File: config.mk
export PLATFORM = sky130hd
export DESIGN_NAME = multichannel_sequence_aligner
export DESIGN_NICKNAME = d
export VERILOG_FILES = /design/src/msa_pkg.sv /design/src/msa_ctrl.sv /design/src/msa_dp.sv /design/src/multichannel_sequence_aligner.sv
export VERILOG_INCLUDE_DIRS = /design/src /design/src/src
export SDC_FILE = /design/constraint.sdc
export NUM_CORES = 1
export LEC_CHECK = 0
export CELL_PAD_IN_SITES_DETAIL_PLACEMENT = 1
export CELL_PAD_IN_SITES_GLOBAL_PLACEMENT = 1
export CORE_MARGIN = 4
export CORE_UTILIZATION = 30
export DETAILED_ROUTE_END_ITERATION = 8
export DONT_BUFFER_PORTS = 1
export PLACE_DENSITY_LB_ADDON = 0.1
export RECOVER_POWER = 25
export SLEW_MARGIN = 5
export SYNTH_ARGS = -nofsm -noshare
export SYNTH_HDL_FRONTEND = slang
export SYNTH_SLANG_ARGS = --single-unit
File: constraint.sdc
create_clock -name clk -period 15 [get_ports clk]
set_clock_uncertainty 0.05 [all_clocks]
set_input_delay 0.75 -clock clk [delete_from_list [all_inputs] [get_ports clk]]
set_output_delay 0.75 -clock clk [all_outputs]
set_load 0.05 [all_outputs]
File: src/assert_macros.svh
// ----------------------------------------------------------------------------
// assert_macros.svh
// Concurrent assertion wrappers; compiled out when SYNTH is defined.
// ----------------------------------------------------------------------------
`ifndef ASSERT_MACROS_SVH
`define ASSERT_MACROS_SVH

`ifndef SYNTH
// Property must hold at every clock edge outside reset.
`define ASSERT_AT(label, clk, rst, prop) \
  label: assert property (@(posedge clk) disable iff (rst) prop) \
    else $error("assertion failed");
// Expression must never be true outside reset.
`define ASSERT_NEVER(label, clk, rst, expr) \
  label: assert property (@(posedge clk) disable iff (rst) !(expr)) \
    else $error("forbidden condition seen");
`else
`define ASSERT_AT(label, clk, rst, prop)
`define ASSERT_NEVER(label, clk, rst, expr)
`endif

`endif

File: src/msa_pkg.sv
// ----------------------------------------------------------------------------
// msa_pkg
// Shared constants, request codes and control/status types.
// ----------------------------------------------------------------------------
`default_nettype none

package msa_pkg;

  localparam int CHANNELS  = 8;
  localparam int SEQ_W     = 32;
  localparam int CH_W      = (CHANNELS > 1) ? $clog2(CHANNELS) : 1;
  localparam int CH_FLD_W  = 3;
  localparam int SEQ_FLD_W = 32;
  localparam int TRIM_W    = 32;

  localparam logic REQ_SEQ    = 1'b0;
  localparam logic REQ_FINISH = 1'b1;

  // controller -> datapath
  typedef struct packed {
    logic upd;        // apply a sequence beat
    logic start;      // finish request taken, init the fold
    logic scan_step;  // fold one channel into max-first / min-last
    logic emit_step;  // load one result into the output register
  } msa_cmd_t;

  // datapath -> controller
  typedef struct packed {
    logic out_free;   // output register can take a result this cycle
    logic idx_last;   // channel walk is on the final channel
  } msa_sts_t;

endpackage

`default_nettype wire

File: src/msa_ctrl.sv
// ----------------------------------------------------------------------------
// msa_ctrl
// Sequencer: idle/update, channel scan, result emit.
// ----------------------------------------------------------------------------
`default_nettype none
`include "assert_macros.svh"

module msa_ctrl import msa_pkg::*; (
  input  wire logic     clk,
  input  wire logic     rst,
  input  wire logic     in_valid,
  output logic          in_stall,
  input  wire logic     req_type,
  input  wire msa_sts_t sts,
  output msa_cmd_t      cmd
);

  typedef enum logic [2:0] {
    ST_IDLE = 3'b001,
    ST_SCAN = 3'b010,
    ST_EMIT = 3'b100
  } state_t;

  state_t     state, state_next;
  logic [3:0] cmd_bits;

  always_ff @(posedge clk) begin
    if (rst) begin
      state <= ST_IDLE;
    end else begin
      state <= state_next;
    end
  end

  always_comb begin
    state_next = state;
    cmd        = '0;
    case (state)
      ST_IDLE: begin
        if (in_valid) begin
          if (req_type == REQ_FINISH) begin
            cmd.start  = 1'b1;
            state_next = ST_SCAN;
          end else begin
            cmd.upd = 1'b1;
          end
        end
      end
      ST_SCAN: begin
        cmd.scan_step = 1'b1;
        if (sts.idx_last) state_next = ST_EMIT;
      end
      ST_EMIT: begin
        cmd.emit_step = sts.out_free;
        if (sts.out_free && sts.idx_last) state_next = ST_IDLE;
      end
      default: begin
        state_next = ST_IDLE;
      end
    endcase
  end

  assign in_stall = (state != ST_IDLE);
  assign cmd_bits = {cmd.upd, cmd.start, cmd.scan_step, cmd.emit_step};

  `ASSERT_AT(a_one_cmd, clk, rst, $onehot0(cmd_bits))
  `ASSERT_AT(a_start_scans, clk, rst, cmd.start |=> (state == ST_SCAN))
  `ASSERT_NEVER(a_beat_while_busy, clk, rst, (cmd.upd || cmd.start) && in_stall)

endmodule

`default_nettype wire

File: src/msa_dp.sv
// ----------------------------------------------------------------------------
// msa_dp
// Per-channel first/latest store, gap flag, fold and result register.
// ----------------------------------------------------------------------------
`default_nettype none
`include "assert_macros.svh"

module msa_dp import msa_pkg::*; (
  input  wire logic                 clk,
  input  wire logic                 rst,
  input  wire msa_cmd_t             cmd,
  output msa_sts_t                  sts,
  input  wire logic [CH_FLD_W-1:0]  channel,
  input  wire logic [SEQ_FLD_W-1:0] seq_number,
  output logic                      out_valid,
  input  wire logic                 out_stall,
  output logic [CH_FLD_W-1:0]       out_channel,
  output logic [TRIM_W-1:0]         lead_trim,
  output logic [TRIM_W-1:0]         tail_trim,
  output logic                      all_continuous,
  output logic                      last_of_run
);

  logic [SEQ_W-1:0]    first_seen  [CHANNELS];
  logic [SEQ_W-1:0]    latest_seen [CHANNELS];
  logic [CHANNELS-1:0] has_packet;
  logic                gap_found;

  logic [CH_W-1:0]  idx;
  logic             idx_last;
  logic [CH_W-1:0]  ch_idx;
  logic             ch_ok;
  logic [SEQ_W-1:0] seq;
  logic [SEQ_W-1:0] seq_inc;

  logic [SEQ_W-1:0] max_first;
  logic [SEQ_W-1:0] min_last;
  logic             all_ok;
  logic [SEQ_W-1:0] lead_diff;
  logic [SEQ_W-1:0] tail_diff;
  logic             out_free;

  assign ch_idx   = CH_W'(channel);
  assign ch_ok    = (32'(channel) < 32'(CHANNELS));
  assign seq      = SEQ_W'(seq_number);
  assign seq_inc  = latest_seen[ch_idx] + SEQ_W'(1);
  assign idx_last = (idx == CH_W'(CHANNELS - 1));

  // per-channel store; contents only meaningful where has_packet is set
  always_ff @(posedge clk) begin
    if (cmd.upd && ch_ok) begin
      if (!has_packet[ch_idx]) first_seen[ch_idx] <= seq;
      latest_seen[ch_idx] <= seq;
    end
  end

  always_ff @(posedge clk) begin
    if (rst) begin
      has_packet <= '0;
      gap_found  <= 1'b0;
    end else if (cmd.emit_step && idx_last) begin
      has_packet <= '0;
      gap_found  <= 1'b0;
    end else if (cmd.upd && ch_ok) begin
      has_packet[ch_idx] <= 1'b1;
      if (has_packet[ch_idx] && (seq_inc != seq)) gap_found <= 1'b1;
    end
  end

  // channel walk index, shared by scan and emit
  always_ff @(posedge clk) begin
    if (rst) begin
      idx <= '0;
    end else if (cmd.start) begin
      idx <= '0;
    end else if (cmd.scan_step || cmd.emit_step) begin
      idx <= idx_last ? '0 : idx + CH_W'(1);
    end
  end

  // fold: latest first number, earliest last number
  always_ff @(posedge clk) begin
    if (cmd.start) begin
      max_first <= '0;
      min_last  <= '1;
      all_ok    <= !gap_found;
    end else if (cmd.scan_step) begin
      if (has_packet[idx]) begin
        if (first_seen[idx] > max_first) max_first <= first_seen[idx];
        if (latest_seen[idx] < min_last) min_last <= latest_seen[idx];
      end else begin
        all_ok <= 1'b0;
      end
    end
  end

  assign lead_diff = max_first - first_seen[idx];
  assign tail_diff = latest_seen[idx] - min_last;
  assign out_free  = !out_valid || !out_stall;

  always_ff @(posedge clk) begin
    if (rst) begin
      out_valid <= 1'b0;
    end else if (cmd.emit_step) begin
      out_valid <= 1'b1;
    end else if (!out_stall) begin
      out_valid <= 1'b0;
    end
  end

  always_ff @(posedge clk) begin
    if (cmd.emit_step) begin
      out_channel    <= CH_FLD_W'(idx);
      lead_trim      <= has_packet[idx] ? TRIM_W'(lead_diff) : '0;
      tail_trim      <= has_packet[idx] ? TRIM_W'(tail_diff) : '0;
      all_continuous <= all_ok;
      last_of_run    <= idx_last;
    end
  end

  assign sts.out_free = out_free;
  assign sts.idx_last = idx_last;

  `ASSERT_AT(a_emit_needs_slot, clk, rst, cmd.emit_step |-> out_free)
  `ASSERT_AT(a_clear_after_run, clk, rst, (cmd.emit_step && idx_last) |=> (has_packet == '0 && !gap_found))
  `ASSERT_AT(a_scan_wraps, clk, rst, (cmd.scan_step && idx_last) |=> (idx == '0))

endmodule

`default_nettype wire

File: src/multichannel_sequence_aligner.sv
// ----------------------------------------------------------------------------
// multichannel_sequence_aligner
// Tracks per-channel packet sequence numbers and reports alignment trims.
// ----------------------------------------------------------------------------
// Usage: send one beat per packet with req_type = 0, its channel and its
// sequence number; such a beat is absorbed without a stall and yields no
// result. A beat with req_type = 1 (finish) stalls the input through a scan
// phase (one channel per cycle through the max/min fold) and then an emit
// phase, one result beat per channel in channel order, the last marked by
// last_of_run; a stalled output stretches the emit phase. Each result carries
// lead_trim = max_first - first[ch] and tail_trim = last[ch] - min_last
// (unsigned, wrapping), both zero for a channel that saw no packets, and
// all_continuous, which is 1 only if every channel got packets and each
// kept to consecutive numbers. After the final result is loaded the
// per-channel state is clear and a new capture can start at once, even
// while that last result still waits in the output register. Channel codes
// at or above CHANNELS are dropped silently.
// ----------------------------------------------------------------------------
`default_nettype none

module multichannel_sequence_aligner import msa_pkg::*; (
  input  wire logic                 clk,
  input  wire logic                 rst,
  // input beats
  input  wire logic                 in_valid,
  output logic                      in_stall,
  input  wire logic                 req_type,
  input  wire logic [CH_FLD_W-1:0]  channel,
  input  wire logic [SEQ_FLD_W-1:0] seq_number,
  // result beats
  output logic                      out_valid,
  input  wire logic                 out_stall,
  output logic [CH_FLD_W-1:0]       out_channel,
  output logic [TRIM_W-1:0]         lead_trim,
  output logic [TRIM_W-1:0]         tail_trim,
  output logic                      all_continuous,
  output logic                      last_of_run
);

  msa_cmd_t cmd;
  msa_sts_t sts;

  // sequencer: decides what the datapath does each cycle
  msa_ctrl u_ctrl (
    .clk      (clk),
    .rst      (rst),
    .in_valid (in_valid),
    .in_stall (in_stall),
    .req_type (req_type),
    .sts      (sts),
    .cmd      (cmd)
  );

  // storage, gap detect, fold and the output register
  msa_dp u_dp (
    .clk            (clk),
    .rst            (rst),
    .cmd            (cmd),
    .sts            (sts),
    .channel        (channel),
    .seq_number     (seq_number),
    .out_valid      (out_valid),
    .out_stall      (out_stall),
    .out_channel    (out_channel),
    .lead_trim      (lead_trim),
    .tail_trim      (tail_trim),
    .all_continuous (all_continuous),
    .last_of_run    (last_of_run)
  );

endmodule

`default_nettype wire

==> summary.txt, run 1 <==
STA
  • Setup total negative slack: 0 ps
  • RSZ-0062 raised after global routing: no
  • Min setup slack post-route: 8554 ps
  • Setup violations, final: 0
  • Fin. Hold Viols: 0
  • Max Freq: 155.1 MHz
  • Final hold slack: 111.7 ps
  • Period minus WS final: 6446 ps
  • Fin crit share: 0.4297
  • Worst slew pin tran: 1119 ps
  • Slew Viols, Final: 0
  • Max-slew headroom at the worst pin: 0.2541

Placement
  • I/O Buffers: 0
  • Post-DP HPWL: 53.83 mm
  • GPL Wtd Cong: 0.7664
  • Dpl ws: 8551 ps
  • Placed Area: 0.03266 mm^2
  • Post-Place Cells: 3298

Hold path
  • Hold path depth: 1
  • Hold Path Origin: rst
  • Hold Path End: u_ctrl.state[1]
  • Worst hold path class: in -> reg

GRT
  • GR Overflow Total: 0
  • Met3 usage: 0.02744
  • Vias in the first global route: 19160
  • Largest net degree at the start of global routing: 91
  • Top Usage Layer GRT: met2
  • First-pass GRT wire length: 128.0 mm
  • M1 GR Usage: 0.2109
  • GRT Util Overall: 0.1584
  • Met2 Use GR: 0.2671
  • Initial antenna violation count: 3

Logic synthesis
  • Syn_area_per_cell: 15.57 um^2
  • Mux share of post-synthesis cell area: 0.1833
  • Ys Warns: 0
  • Compound-Gate Fraction of Synth Area: 0.05929
  • Post-synth EDFFs: 582
  • Post-synthesis net count: 2102
  • Simple-Gate Fraction of Synth Area: 0.06736
  • Cell taking the most area after synthesis: edfxtp_1
  • Area share of fa/ha/maj cells after synthesis: 0.02831
  • Main combinational cell family by area after synthesis: multiplexers
  • Synth top area share: 0.5634
  • Asr flop ratio synth: 0
  • Register area share after synthesis: 0.6169
  • Post-Syn Instances: 1993
  • Synth cell types: 84
  • Xor/xnor cell area share of the yosys netlist: 0.02287
  • Synth Register Bits: around 670
  • Primary FF master, synth: edfxtp_1
  • Top cells by area, synth: edfxtp_1 56%, mux4_2 12%, dfxtp_1 5.4%, mux2i_1 3.2%, ha_1 2.7%
  • Synthesized area: 0.03102 mm^2

Clocking
  • Post-CTS Hold Buffers: 0
  • Worst-path clk slew: about 60 ps
  • Num CTS Buffers: 81
  • CTS tree: built
  • Clk_lat worst skew: about 650 ps
  • Number of H-tree levels: 3
  • Post-CTS setup buffer count: 0
  • Clk sinks: 665
  • Clock Root Buffer: clkbuf_16
  • Clock Path Buffers: 3
  • Cts repair resizes: 0

Route
  • DR vias: 17730
  • Final WL: 86.45 mm
  • Initial DRC count: 1054
  • WL per Instance: approximately 25 um
  • Remaining antenna violation count: 0
  • Residual DRC: 0
  • Drt pass-1 iters: 5
  • Via density: 5.139

Power and ir drop
  • Total power: ~4.1 mW
  • Pwr/cell area: 116.3 mW/mm^2
  • Static leakage power: 11.57 nW
  • Peak VDD IR: 0.07656 mV

Setup path
  • Worst R2R Path Depth: 16
  • Startpoint class of the critical path: flop
  • CP Data Required Time: around 15000 ps
  • Max stage delay cell, worst path: buf_4
  • Crit path top cell by count: buf_4
  • Worst Path Max Fanout: 64
  • R2R setup slack: 8550 ps
  • CP Class: reg -> reg
  • CP endpoint kind: flop
  • Critical path arrival: 6930 ps
  • Worst path max stage delay: between 700 and 800 ps
  • RR Endpoint: u_dp.max_first[14]
  • Crit-path cells: buf_4, buf_4, mux4_2, mux2_2, ha_1, fa_1, nor2b_1, o21ai_0, a21boi_0, o221ai_1, a211o_1, a31oi_1, o21ai_0, o211a_2, buf_4, a211oi_1

Floorplan
  • Initial core utilization: 0.3036
  • Rows: 117
  • Core ar.: 0.1022 mm^2
  • Die area: 0.1086 mm^2
  • I/O pin count: 111
  • Die height: 329.6 um
  • Die W: 329.6 um

Final layout
  • Most frequent cells in the layout: 582 x edfxtp_1, 159 x mux4_2, 124 x nor2_1, 108 x nand2_1, 97 x mux2i_1
  • Post-route insts no fill: about 3400
  • Finished Cell Area: 0.03530 mm^2
  • Layout area overhead: 13.80%
  • FILL cells: around 10000
  • Final core utilization: 0.3455
  • Final #Nets: 2122
  • Layout cell share with drive strength beyond 1: 0.1898
  • Most common cell after layout, fill and taps aside: edfxtp_1
  • N_diodes: 0

Run
  • Max-Cap Viols: 0

Run status
  • Outcome: completed
## cell type report
cell class	instances	area (um^2)	share of cell area
sequential	665	19150	0.5424
multi-input combinational	1175	11340	0.3212
clock buffer	105	2167	0.06138
tap	1368	1712	0.04848
clock inverter	46	474.2	0.01343
timing repair buffer	30	237.7	0.006734
inverter	60	225.2	0.006379
## worst max-delay path, delay by kind of cell, from the launching register on
family	cells	cell delay [ps]
AOI/OAI and AO/OA	8	2450
adders and majority gates	2	640
buffers and inverters	3	1630
DFF	1	560
muxes	2	700
and+or+nand+nor	1	170
## layer usage
layer / vias to the layer above / routed length, um / part of all wire
li1: 7949 / - / -
met1: 9415 / 38860 / 0.45
met2: 265 / 42180 / 0.49
met3: 97 / 3621 / 0.042
met4: 0 / 1792 / 0.021
met5: - / 0 / 0
## state kept, by name, indices dropped and copies added, names as in the netlist, named ones only
register,count
u_dp.has_packet,8
u_ctrl.state,3
u_dp.all_ok,1
u_dp.all_continuous,1
u_dp.max_first,32
u_dp.latest_seen,256
u_dp.tail_trim,32
u_dp.last_of_run,1
u_dp.out_channel,3
u_dp.gap_found,1
u_dp.lead_trim,32
u_dp.out_valid,1
u_dp.first_seen,256
u_dp.idx,3
u_dp.min_last,32
## how the worst max path moves through the flow
stage / start / end / depth (start not counted)
4_1_cts: flop / u_dp.tail_trim[29] / 14
5_1_grt: flop / u_dp.lead_trim[27] / 15
3_3_place_gp: flop / u_dp.tail_trim[29] / 14
3_5_place_dp: flop / u_dp.tail_trim[29] / 14
6_report: flop / u_dp.max_first[14] / 16
2_1_floorplan: channel[1] / u_dp.first_seen[2][0] / 11
## report_power, final
group          internal [mW]  switching [mW]  total, mW
clock                   1.13           0.806       1.94
combinational         0.0558          0.0764      0.132
sequential              2.03         0.00639       2.03
## cells in the mapped netlist, types with 26 or more instances
cell type	n
mux4_2	159
a211oi_1	44
nor3_1	46
nor2_1	131
ha_1	67
clkbuf_1	45
mux2i_1	98
xor2_1	34
xnor2_1	47
edfxtp_1	582
a21oi_1	61
inv_1	59
dfxtp_1	83
mux2_2	43
nand2_1	108
nand3_1	26
o21ai_0	44
## cell families (layout without fill, tap and decap cells)
group                    Yosys count  count (layout)
adder cells (fa/ha/maj)           69              69
flip-flops                       665             665
buffers and inverters            153             241
AND/OR/NAND/NOR                  427             427
XOR/XNOR                          81              81
AO/OA/AOI/OAI                    273             273
multiplexers                     325             325
Note: power is estimated with default switching activity, not from simulation.
==> run 2, diff against run 1 <==
- clock period: 15 -> 6.3 ns (I/O delays scaled with it)
==> run 2 against run 1 <==
Net effect: via count is 1.1% higher; die area stayed put; final area is 1.9% higher; combinational power grew to 3.0 times the previous value; final cell count is 1.5% higher; largest cell class unchanged; register-to-register slack worse by 7500 ps; sequential power is 140% higher; flip-flop and latch count stayed put; critical endpoint is now u_dp.tail_trim[31]; clock power is 150% higher; largest power group unchanged.
==> summary.txt, run 2 (synthesis results as in run 1) <==
Run status
  • Outcome: completed

Setup path
  • CP Buf/Inv Count: 1
  • Cell family with most CP delay: compound AO/OA/AOI/OAI gates
  • Crit-path cells: buf_12, mux4_2, mux2_2, ha_1, o21a_1, o31a_1, o311a_1, a211oi_1, a21boi_1, a211o_1, a311oi_1, o21ai_0, a31o_2
  • Critical path arrival: 5580 ps
  • CP Data Required Time: 6630 ps
  • CP endpoint kind: flop
  • Worst Path Max Fanout: 20
  • Startpoint class of the critical path: flop
  • Max stage delay cell, worst path: dfxtp_4
  • Worst path max stage delay: ~610 ps
  • CP Class: reg -> reg

Power and ir drop
  • Peak VDD IR: 0.1927 mV
  • Static leakage power: roughly 12 nW
  • Switch share: 0.2150
  • Total power: 10.05 mW
  • Clock power share: 0.479
  • Pint: 7.889 mW
  • Pwr/cell area: approximately 280 mW/mm^2
  • Seq pwr share: 0.482
  • Net switching power: around 2.2 mW
  • Combinational power share: 0.039

Floorplan
  • Initial core utilization: 0.3036
  • Core ar.: 0.1022 mm^2
  • I/O pin count: between 100 and 150
  • Rows: 117
  • Die W: between 300 and 400 um
  • Die area: roughly 0.11 mm^2
  • Die height: 329.6 um

Final layout
  • Layout cell share with drive strength beyond 1: 0.1947
  • Post-route insts no fill: 3500
  • Most common cell after layout, fill and taps aside: edfxtp_1
  • Multi-input gate area: 0.01134 mm^2
  • Largest regs: u_dp.first_seen (256), u_dp.latest_seen (256)
  • Final core utilization: 0.3519
  • Layout area overhead: 15.92%
  • Final #Nets: 2173
  • Most frequent cells in the layout: 582 x edfxtp_1, 159 x mux4_2, 124 x nor2_1, 108 x nand2_1, 97 x mux2i_1
  • FILL cells: 10430
  • N_diodes: 0
  • Reg area: 0.01915 mm^2

Route
  • Drt pass-1 iters: 5
  • Residual DRC: 0
  • DR vias: 17920
  • WL per Instance: 25.74 um
  • Final WL: 90.09 mm
  • Initial DRC count: 874
  • Remaining antenna violation count: 0
  • Via density: about 5

Placement
  • GPL Wtd Cong: between 0.7 and 0.8
  • Post-DP HPWL: 55.33 mm
  • Post-Place Cells: 3314
  • I/O Buffers: 0

GRT
  • Vias in the first global route: between 15000 and 20000
  • GRT Util Overall: 0.1654
  • Largest net degree at the start of global routing: a little over 90
  • First-pass GRT wire length: 132.2 mm
  • Initial antenna violation count: 6
  • GR Overflow Total: 0

STA
  • Fin crit share: 0.8324
  • Max-slew headroom at the worst pin: 0.1868
  • Setup total negative slack: 0 ps
  • RSZ-0062 raised after global routing: no
  • Slew Viols, Final: 0
  • Fin. Hold Viols: 0
  • Period minus WS final: 5244 ps
  • Worst slew pin tran: 1213 ps
  • Setup violations, final: 0
  • Max Freq: 190.7 MHz

Clocking
  • Clock Path Buffers: 3
  • Post-CTS setup buffer count: 0
  • Number of H-tree levels: 3
  • Num CTS Buffers: between 80 and 90
  • CTS tree: built
  • Clock Root Buffer: clkbuf_16
  • Worst-path clk slew: 60 ps
  • Cts repair resizes: 0
  • Post-CTS Hold Buffers: 35
  • Clk sinks: 665
  • Clk_lat worst skew: 640 ps

Hold path
  • Worst hold path class: in -> reg

Run
  • Max-Cap Viols: 0
-- run 2: layout make-up --
type | count | area share
sequential | 665 | 0.5325
multi-input combinational | 1175 | 0.3154
clock buffer | 102 | 0.06054
tap | 1368 | 0.04760
timing repair buffer | 81 | 0.02143
clock inverter | 49 | 0.01621
inverter | 60 | 0.006263
-- run 2: metrics by stage --
stage | cell area [um^2] | hold slack [ps] | setup WS, ps
6_report | 35960 | 75.75 | 1056
5_1_grt | 35960 | 75.86 | 480.0
4_1_cts | 35960 | 25.15 | 978.0
3_5_place_dp | 32850 | 337.8 | 1015
3_3_place_gp | 32850 | 337.8 | 1058
2_1_floorplan | 31020 | 350.3 | 526.5
-- run 2: path summary, 6_finish.rpt --
check | depth (start not counted) | end | startpoint | slack, ps
worst max-delay path | 13 | u_dp.tail_trim[31] | flop | 1060
worst min-delay path | 3 | u_dp.gap_found | seq_number[30] | 80
worst max register to register | 13 | u_dp.tail_trim[31] | flop | 1060
worst min register to register | 1 | u_ctrl.state[2] | u_ctrl.state[0] | 370
-- run 2: power by group through the flow --
| stage | combinational [mW] | clock (mW) | sequential, mW |
|---|---|---|---|
| after floorplan | 0.260 | 0 | 4.93 |
| after global placement | 0.319 | 0 | 4.93 |
| after detailed placement | 0.322 | 0 | 4.93 |
| after CTS | 0.401 | 5.00 | 4.84 |
| after global routing | 0.426 | 5.17 | 4.84 |
| final | 0.391 | 4.82 | 4.84 |
-- run 2: worst reg2reg max path: cells and delay by family (launching register included) --
kind | cells | cell delay (ps)
AOI/OAI and AO/OA | 9 | 2870
DFF | 1 | 610
adders and majority gates | 1 | 360
muxes | 2 | 840
buffers and inverters | 1 | 270
-- run 2: per-layer routing --
layer,up-vias,track usage,share of wire
met5,-,0,0.00014
met4,2,0.05188,0.027
met3,118,0.02889,0.040
met2,335,0.2801,0.49
met1,9406,0.2168,0.44
li1,8061,-,-
